[src/hdl/fbhc_pkg.sv]
// Package for the footswitch bypass hold controller.
// Holds the sequencer phase type, register indexes, reset values and shared structs.
// No dependencies.
package fbhc_pkg;

	localparam int unsigned CFG_IDX_W  = 3;
	localparam int unsigned CFG_DATA_W = 16;
	localparam int unsigned CNT_W      = 8;
	localparam int unsigned HELD_W     = 16;
	localparam int unsigned STORE_W    = 8;

	localparam logic [CFG_IDX_W-1:0] REG_DEBOUNCE  = 3'd0;
	localparam logic [CFG_IDX_W-1:0] REG_HOLD_THR  = 3'd1;
	localparam logic [CFG_IDX_W-1:0] REG_MUTE_LEAD = 3'd2;
	localparam logic [CFG_IDX_W-1:0] REG_MUTE_TAIL = 3'd3;
	localparam logic [CFG_IDX_W-1:0] REG_SETTLE    = 3'd4;
	localparam logic [CFG_IDX_W-1:0] REG_START_ON  = 3'd5;

	localparam logic [CNT_W-1:0]   DEBOUNCE_RST  = 8'd15;
	localparam logic [HELD_W-1:0]  HOLD_THR_RST  = 16'd1000;
	localparam logic [CNT_W-1:0]   MUTE_LEAD_RST = 8'd20;
	localparam logic [CNT_W-1:0]   MUTE_TAIL_RST = 8'd20;
	localparam logic [CNT_W-1:0]   SETTLE_RST    = 8'd10;

	localparam logic [HELD_W-1:0]  HELD_MAX      = 16'hFFFF;
	localparam logic [STORE_W-1:0] STORE_ON      = 8'hFF;
	localparam logic [STORE_W-1:0] STORE_OFF     = 8'h00;

	typedef enum logic [2:0] {
		PH_IDLE   = 3'd0,
		PH_DEB_DN = 3'd1,
		PH_DEB_UP = 3'd2,
		PH_LEAD   = 3'd3,
		PH_TAIL   = 3'd4,
		PH_SETTLE = 3'd5
	} phase_t;

	typedef struct packed {
		logic [CNT_W-1:0]  debounce_ticks;
		logic [HELD_W-1:0] hold_threshold;
		logic [CNT_W-1:0]  mute_lead_ticks;
		logic [CNT_W-1:0]  mute_tail_ticks;
		logic [CNT_W-1:0]  settle_ticks;
		logic              start_on;
	} cfg_t;

	typedef struct packed {
		logic               effect_on;
		logic               mute_on;
		logic               hold_active;
		logic               store_write;
		logic [STORE_W-1:0] store_value;
	} res_t;

	function automatic logic [CNT_W-1:0] at_least_one(input logic [CNT_W-1:0] v);
		at_least_one = (v == '0) ? CNT_W'(1) : v;
	endfunction

endpackage

[src/hdl/fbhc_cfg_regs.sv]
// Configuration register bank of the footswitch bypass hold controller.
// Depends on fbhc_pkg for register indexes, reset values and cfg_t.
module fbhc_cfg_regs import fbhc_pkg::*; (
	input  logic                  clk,
	input  logic                  arst_n,
	input  logic                  cfg_we,
	input  logic [CFG_IDX_W-1:0]  cfg_index,
	input  logic [CFG_DATA_W-1:0] cfg_data,
	output cfg_t                  cfg
);

	cfg_t cfg_q;

	always_ff @(posedge clk or negedge arst_n) begin
		if (!arst_n) begin
			cfg_q.debounce_ticks  <= DEBOUNCE_RST;
			cfg_q.hold_threshold  <= HOLD_THR_RST;
			cfg_q.mute_lead_ticks <= MUTE_LEAD_RST;
			cfg_q.mute_tail_ticks <= MUTE_TAIL_RST;
			cfg_q.settle_ticks    <= SETTLE_RST;
			cfg_q.start_on        <= 1'b0;
		end else if (cfg_we) begin
			unique case (cfg_index)
				REG_DEBOUNCE:  cfg_q.debounce_ticks  <= cfg_data[CNT_W-1:0];
				REG_HOLD_THR:  cfg_q.hold_threshold  <= cfg_data[HELD_W-1:0];
				REG_MUTE_LEAD: cfg_q.mute_lead_ticks <= cfg_data[CNT_W-1:0];
				REG_MUTE_TAIL: cfg_q.mute_tail_ticks <= cfg_data[CNT_W-1:0];
				REG_SETTLE:    cfg_q.settle_ticks    <= cfg_data[CNT_W-1:0];
				REG_START_ON:  cfg_q.start_on        <= cfg_data[0];
				default: ;
			endcase
		end
	end

	assign cfg = cfg_q;

endmodule

[src/hdl/fbhc_core.sv]
// Switch debounce, hold detection and mute/relay sequencer state.
// Advances one tick per step and returns the result of that tick; depends on fbhc_pkg.
module fbhc_core import fbhc_pkg::*; (
	input  logic clk,
	input  logic arst_n,
	input  cfg_t cfg,
	input  logic step,
	input  logic level,
	output res_t res
);

	logic              effect_q, hold_q, last_q, started_q;
	logic [HELD_W-1:0] held_q;
	logic [CNT_W-1:0]  count_q;
	phase_t            phase_q;

	logic              effect_d, hold_d, last_d, started_d, strobe;
	logic [HELD_W-1:0] held_d;
	logic [CNT_W-1:0]  count_d;
	phase_t            phase_d;
	logic              skip, done;

	always_comb begin
		effect_d  = effect_q;
		hold_d    = hold_q;
		last_d    = last_q;
		started_d = 1'b1;
		held_d    = (held_q == HELD_MAX) ? held_q : held_q + HELD_W'(1);
		count_d   = count_q;
		phase_d   = phase_q;
		strobe    = 1'b0;
		skip      = 1'b0;
		done      = (count_q <= CNT_W'(1));

		if (!started_q && cfg.start_on && !effect_q) begin
			skip    = 1'b1;
			phase_d = PH_LEAD;
			count_d = at_least_one(cfg.mute_lead_ticks);
		end

		if (!skip) begin
			unique case (phase_q)
				PH_DEB_DN: begin
					if (!done) begin
						count_d = count_q - CNT_W'(1);
					end else if (!level) begin
						if (!effect_q)
							held_d = '0;
						phase_d = PH_LEAD;
						count_d = at_least_one(cfg.mute_lead_ticks);
					end else begin
						last_d  = 1'b1;
						phase_d = PH_DEB_UP;
						count_d = at_least_one(cfg.debounce_ticks);
					end
				end
				PH_DEB_UP: begin
					if (!done) begin
						count_d = count_q - CNT_W'(1);
					end else begin
						phase_d = PH_IDLE;
						count_d = '0;
						if (level && hold_q) begin
							hold_d  = 1'b0;
							phase_d = PH_LEAD;
							count_d = at_least_one(cfg.mute_lead_ticks);
						end
					end
				end
				PH_LEAD: begin
					if (!done) begin
						count_d = count_q - CNT_W'(1);
					end else begin
						effect_d = ~effect_q;
						phase_d  = PH_TAIL;
						count_d  = at_least_one(cfg.mute_tail_ticks);
					end
				end
				PH_TAIL: begin
					if (!done) begin
						count_d = count_q - CNT_W'(1);
					end else begin
						strobe = 1'b1;
						if (cfg.settle_ticks == '0) begin
							phase_d = PH_IDLE;
							count_d = '0;
						end else begin
							phase_d = PH_SETTLE;
							count_d = cfg.settle_ticks;
						end
					end
				end
				PH_SETTLE: begin
					if (!done) begin
						count_d = count_q - CNT_W'(1);
					end else begin
						phase_d = PH_IDLE;
						count_d = '0;
					end
				end
				default: begin
					phase_d = PH_IDLE;
					count_d = '0;
					if (!level) begin
						if (last_q) begin
							last_d  = 1'b0;
							phase_d = PH_DEB_DN;
							count_d = at_least_one(cfg.debounce_ticks);
						end else if (effect_q && !hold_q && held_d > cfg.hold_threshold) begin
							hold_d = 1'b1;
						end
					end else if (!last_q) begin
						last_d  = 1'b1;
						phase_d = PH_DEB_UP;
						count_d = at_least_one(cfg.debounce_ticks);
					end
				end
			endcase
		end
	end

	always_comb begin
		res.effect_on   = effect_d;
		res.mute_on     = (phase_d == PH_LEAD) || (phase_d == PH_TAIL);
		res.hold_active = hold_d;
		res.store_write = strobe;
		res.store_value = (strobe && effect_d) ? STORE_ON : STORE_OFF;
	end

	always_ff @(posedge clk or negedge arst_n) begin
		if (!arst_n) begin
			effect_q  <= 1'b0;
			hold_q    <= 1'b0;
			last_q    <= 1'b0;
			started_q <= 1'b0;
			held_q    <= '0;
			count_q   <= '0;
			phase_q   <= PH_IDLE;
		end else if (step) begin
			effect_q  <= effect_d;
			hold_q    <= hold_d;
			last_q    <= last_d;
			started_q <= started_d;
			held_q    <= held_d;
			count_q   <= count_d;
			phase_q   <= phase_d;
		end
	end

endmodule

[src/hdl/footswitch_bypass_hold_controller.sv]
// Footswitch bypass controller with momentary hold: top level.
// Input register, fbhc_core, result register; configuration in fbhc_cfg_regs.
// Depends on fbhc_pkg.
//
// Use: send one word per timer tick on the input channel (in_valid, in_stall,
// switch_level, 0 pressed). Every accepted word yields exactly one result word
// on the output channel (out_valid, out_stall, effect_on, mute_on, hold_active,
// store_write, store_value), in order.
// A word taken into the input register has its result put in the result register
// when that register can take it. Throughput: one word per clock unless stalled.
// The whole tick is worked out by the core between the two registers, and the
// core state advances only when the result register can take the new result.
// While out_stall holds a waiting result, one more word is taken into the input
// register; after that in_stall rises until the result is taken.
// Configuration: cfg_we with cfg_index (0 debounce, 1 hold threshold, 2 mute
// lead, 3 mute tail, 4 settle, 5 start on) and cfg_data, one write per clock.
// Reset (arst_n low): both registers empty, effect off, sequencer idle,
// configuration back to 15, 1000, 20, 20, 10 and 0.
module footswitch_bypass_hold_controller import fbhc_pkg::*; (
	input  logic                  clk,
	input  logic                  arst_n,
	input  logic                  cfg_we,
	input  logic [CFG_IDX_W-1:0]  cfg_index,
	input  logic [CFG_DATA_W-1:0] cfg_data,
	input  logic                  in_valid,
	output logic                  in_stall,
	input  logic                  switch_level,
	output logic                  out_valid,
	input  logic                  out_stall,
	output logic                  effect_on,
	output logic                  mute_on,
	output logic                  hold_active,
	output logic                  store_write,
	output logic [STORE_W-1:0]    store_value
);

	cfg_t cfg;
	res_t res;
	res_t res_s2;
	logic valid_s1, level_s1, valid_s2, advance;

	fbhc_cfg_regs u_cfg (
		.clk       (clk),
		.arst_n    (arst_n),
		.cfg_we    (cfg_we),
		.cfg_index (cfg_index),
		.cfg_data  (cfg_data),
		.cfg       (cfg)
	);

	fbhc_core u_core (
		.clk    (clk),
		.arst_n (arst_n),
		.cfg    (cfg),
		.step   (valid_s1 && advance),
		.level  (level_s1),
		.res    (res)
	);

	assign advance  = !valid_s2 || !out_stall;
	assign in_stall = valid_s1 && !advance;

	always_ff @(posedge clk or negedge arst_n) begin
		if (!arst_n) begin
			valid_s1 <= 1'b0;
			valid_s2 <= 1'b0;
		end else begin
			if (!in_stall)
				valid_s1 <= in_valid;
			if (advance)
				valid_s2 <= valid_s1;
		end
	end

	always_ff @(posedge clk) begin
		if (in_valid && !in_stall)
			level_s1 <= switch_level;
		if (valid_s1 && advance)
			res_s2 <= res;
	end

	assign out_valid   = valid_s2;
	assign effect_on   = res_s2.effect_on;
	assign mute_on     = res_s2.mute_on;
	assign hold_active = res_s2.hold_active;
	assign store_write = res_s2.store_write;
	assign store_value = res_s2.store_value;

endmodule
[config.mk]
export PLATFORM = sky130hd
export DESIGN_NAME = footswitch_bypass_hold_controller
export DESIGN_NICKNAME = d
export VERILOG_FILES = /design/src/hdl/fbhc_pkg.sv /design/src/hdl/fbhc_cfg_regs.sv /design/src/hdl/fbhc_core.sv /design/src/hdl/footswitch_bypass_hold_controller.sv
export SDC_FILE = /design/constraint.sdc
export NUM_CORES = 1
export LEC_CHECK = 0
export BUFFER_PORTS_ARGS = -buffer_cell sky130_fd_sc_hd__buf_4
export CORE_UTILIZATION = 55
export CTS_CLUSTER_DIAMETER = 150
export DETAILED_ROUTE_END_ITERATION = 10
export PLACE_DENSITY = 0.77
export SYNTH_ARGS = -nofsm -noshare
export SYNTH_HDL_FRONTEND = slang
export SYNTH_SLANG_ARGS = --single-unit
[constraint.sdc]
create_clock -name clk -period 2.9 [get_ports clk]
set_input_delay 0.87 -clock clk [delete_from_list [all_inputs] [get_ports clk]]
set_output_delay 0.87 -clock clk [all_outputs]
set_load 0.05 [all_outputs]
==> flow_results.org <==
** Layout
- Once layout is complete, the utilization of the core stands at 67.0%.
- Number of nets in the finished design :: around 650
- The layout has approximately 720 filler cells.
- The post-route netlist has 31.9% of its cells at a drive strength greater than 1.
- Area growth syn-to-layout :: 17.1%
- Diode count :: 0
- Final non-filler cell total :: 741

** Placement
- Total placed cells including tap cells :: just over 700
- HPWL after detailed placement :: between 10,000 and 15,000 µm
- Final weighted congestion in routability-driven placement :: between 0.9 and 1
- Timing analysis after detailed placement gives a worst setup slack of -46.4 ps.
- During placement, the flow inserted port buffers numbering 38.

** Drt
- After the first detailed-routing iteration, the DRC count stood at 420.
- Detail-routed via count per cell :: ~6.3
- Post-detailed-route DRC marker count :: 0
- The routed layout has roughly 4,700 vias.
- The pre-antenna-repair detailed-routing pass consisted of 5 iterations.
- Detail Route Antenna Nets :: 0
- In the final routed layout, each cell accounts on average for between 15 and 20 µm.
- Summed over all layers, the routed wires come to 14,100 µm.

** Timing
- Post-route setup TNS :: -23.3 ps
- Hold Vio Cnt, Final :: 0
- Worst slew pin tran :: about 720 ps
- Setup repair after global routing missed its margin :: true
- Setup violations remaining at the end of the flow were counted as 1.
- The number of pins exceeding their max-slew limit in the final report was 0.
- Setup slack on the critical path of the routed design comes to -23.3 ps.
- Derived from the worst setup path, the maximum achievable clock frequency is roughly 340 MHz.
- Final Skew :: about 18 ps
- Final critical path time including I/O delays and setup :: ~2900 ps
- Dividing the final minimum period by the clock period gives 101%.
- Worst slew margin :: 52.1%

** Setup path
- The slowest stage of the critical path is the dfrtp_1 cell.
- STA puts the critical path data required time at ~3000 ps.
- Of all nets on the critical path, the largest fanout is 4.
- Critical path capture point type :: flip-flop
- The critical path crosses 13 cells after its start point.
- In this run the register-to-register setup slack is -20 ps.
- Together, buffers and inverters on the worst path number 1.
- The worst register-to-register path begins at u_core.held_q[1]$_DFFE_PN0P_.
- Traced cell by cell, the critical path runs through ha_4 -> nand2_2 -> or2_4 -> buf_6 -> o21ai_2 -> nor2_1 -> xor2_1 -> ha_1 -> nand3_1 -> or3_4 -> or3_1 -> nand4_1 -> o21ai_1.
- The worst register-to-register path ends at hold_active$_DFFE_PP_.
- At the worst endpoint, the arrival time is slightly above 3000 ps.
- Worst Reg2Reg Path Length in Cells :: 13
- Crit-path max cell delay :: ~420 ps
- On the critical path the largest part of the delay comes from simple AND/OR/NAND/NOR gates.
- The setup path with the least slack is of type reg -> reg.
- CP startpoint kind :: flip-flop

** Clock network
- Clk sink count :: 88
- Buffer levels on the longest clock path :: 2
- The H-tree was split into 3 levels.
- After clock tree synthesis, the clock-pin slew on the worst setup and hold paths is ~110 ps.
- Number of CTS-inserted buffers :: 9
- Clock latency on the worst-skew pair, taken at its later pin, is ~360 ps.
- The root buffer cell chosen for the clock tree is clkbuf_8.
- TritonCTS built the clock tree.

** Synth
- Gate count after technology mapping :: approximately 550
- Flop and latch count out of synthesis :: 88
- Synthesis Warnings :: 0
- Summing every instance area after synthesis gives approximately 5300 µm².
- Most used flip-flop cell after synthesis :: dfrtp_1
- Ranked by total cell area, the synthesized netlist is headed by dfrtp_1 (31%), dfstp_2 (7.9%), mux2_2 (7.4%).
- Post-synth top cells :: dfrtp_1 (66), nand2_1 (58), o21ai_0 (36)
- A synthesized cell averages around 9.7 µm².
- The top cell type by area accounts for between 30% and 40% of the synthesized area.
- Most common cell in the netlist :: dfrtp_1
- Sequential cell area fraction in the yosys report :: a little over two fifths
- Yosys mapped a number of flops with a built-in enable equal to 6.
- Synthesis produced a netlist with a net count of around 600.
- Cell accounting for the most synthesized area :: dfrtp_1
- Proportion of synthesized flip-flops having asynchronous set or reset :: 93.2%
- The netlist uses between 80 and 90 different library cells.

** Power
- Total power :: around 4900 µW
- For this design the ratio of total power to cell area is just under 800 nW/µm².
- VDD IR max :: 0.000405 V
- The analysis attributes to cell leakage a power of 0.00267 µW.

** Global route
- Maximum number of pins on one net before global-route repair :: 49
- The layer flagged by global routing as most heavily used is met2.
- For this run, global-route usage on met3 was measured as 4.92%.
- Number of global-route vias before repair :: 4,384
- Antenna violations before repair :: 0
- The first global-routing pass estimated 22,300 µm of wire.
- Summed over all layers, the global routing overflow is 0.
- Overall routing resource usage :: ~29%
- Met2 layer usage reported by global route :: about 44%
- Global-route track usage on met1 :: roughly 43%

** Floorplanning
- From bottom edge to top edge, the die measures between 100 and 150 µm.
- Standard cell core area :: between 9000 and 10,000 µm²
- The initial utilization of the core area, before any placement, comes to between 50 and 60%.
- 39 I/O pins were placed.
- The die is between 100 and 150 µm wide.
- Row count :: 35
- Area enclosed by the die boundary :: 10,100 µm²

** Status
- Status :: complete, but fails checks
- The checks that failed: setup timing.

** Worst hold path
- Worst hold-check path type :: in -> async

** Run
- MaxCap Viol Count :: 0
==> layout by cell type, fill, tap and decap left out, types with 3 or more instances in the layout <==
master    count
and3_1        3
ha_1         17
a21o_1        5
o21ai_1       6
nor4_1        7
nor2_1       26
nand4_1       7
o211a_1       3
buf_4        75
xor2_1        6
nand2_1      56
nand4b_1      3
o211ai_1      6
a211oi_2      5
edfxtp_1      6
or2_2         3
a31oi_1       3
nor3_1        7
a211oi_1      5
inv_6         3
a22oi_1       4
dfstp_2      16
nand3_1      19
or3_1         5
nor2b_1       3
clkbuf_8     10
dfrtp_1      66
inv_1        27
nand2b_1      9
a221o_1       4
o21ai_0      34
o22ai_1       3
nor3_2        3
mux2_2       34
a22o_1        4
o221a_2       3
a21oi_1      27
xnor2_1      12
==> per-stage QoR <==
stage	hold WS, ps	cell area [µm²]
after floorplan	449	5390
after global placement	480	5940
after detailed placement	472	5940
after CTS	483	6190
after global routing	491	6250
final	460	6250
==> state kept, by name, summed over array words and instances, names as in the netlist <==
register	cells
u_core.last_q	1
u_core.started_q	1
u_core.count_q	8
u_core.effect_q	1
u_core.phase_q	3
level_s1	1
valid_s1	1
out_valid	1
u_cfg.cfg	49
effect_on	1
hold_active	1
u_core.held_q	16
store_write	1
mute_on	1
u_core.hold_q	1
store_value	1
==> how the worst max path moves through the flow <==
stage,start,to
4_1_cts,u_core.held_q[0]$_DFFE_PN0P_,hold_active$_DFFE_PP_
3_5_place_dp,u_core.held_q[1]$_DFFE_PN0P_,hold_active$_DFFE_PP_
2_1_floorplan,u_core.held_q[0]$_DFFE_PN0P_,hold_active$_DFFE_PP_
6_report,u_core.held_q[1]$_DFFE_PN0P_,hold_active$_DFFE_PP_
3_3_place_gp,u_core.held_q[1]$_DFFE_PN0P_,hold_active$_DFFE_PP_
5_1_grt,u_core.held_q[1]$_DFFE_PN0P_,hold_active$_DFFE_PP_
==> area by class of cell <==
class	instances	area, µm²	share of cell area (%)
clock buffer	10	138	2.20
clock inverter	6	57.6	0.921
inverter	27	101	1.62
multi-input combinational	403	2930	46.9
sequential	88	2250	36.1
tap	129	161	2.58
timing repair buffer	78	606	9.70
==> kinds of logic after synthesis <==
| family | count (synthesis) | share of synthesized area, % |
|---|---|---|
| AO/OA/AOI/OAI | 144 | 18.8 |
| XOR/XNOR | 18 | 2.96 |
| adder cells (fa/ha/maj) | 19 | 4.46 |
| buffers and inverters | 57 | 4.95 |
| flip-flops | 88 | 42.2 |
| multiplexers | 37 | 7.76 |
| AND/OR/NAND/NOR | 185 | 18.9 |
==> layer usage <==
layer  vias up  wire length, µm
li1       2127                -
met1      2255             6130
met2       270             6500
met3        28             1200
met4         0              252
met5         -                0
==> report_power, final <==
group	leakage (µW)	switching, µW	internal, µW
Clock	0.000102	504	359
Combinational	0.00155	1150	967
Sequential	0.00101	355	1570
Total	0.00267	2000	2900
==> repair_timing <==
| action | CTS | global route |
|---|---|---|
| cloned | 0 | 0 |
| setup buffers | 5 | 2 |
| pin swaps | 11 | 8 |
| hold buffers | 0 | 0 |
| gates resized for setup | 7 | 8 |
| endpoints found under the setup margin | 2 | 2 |
Note: power is estimated with default switching activity, not from simulation.
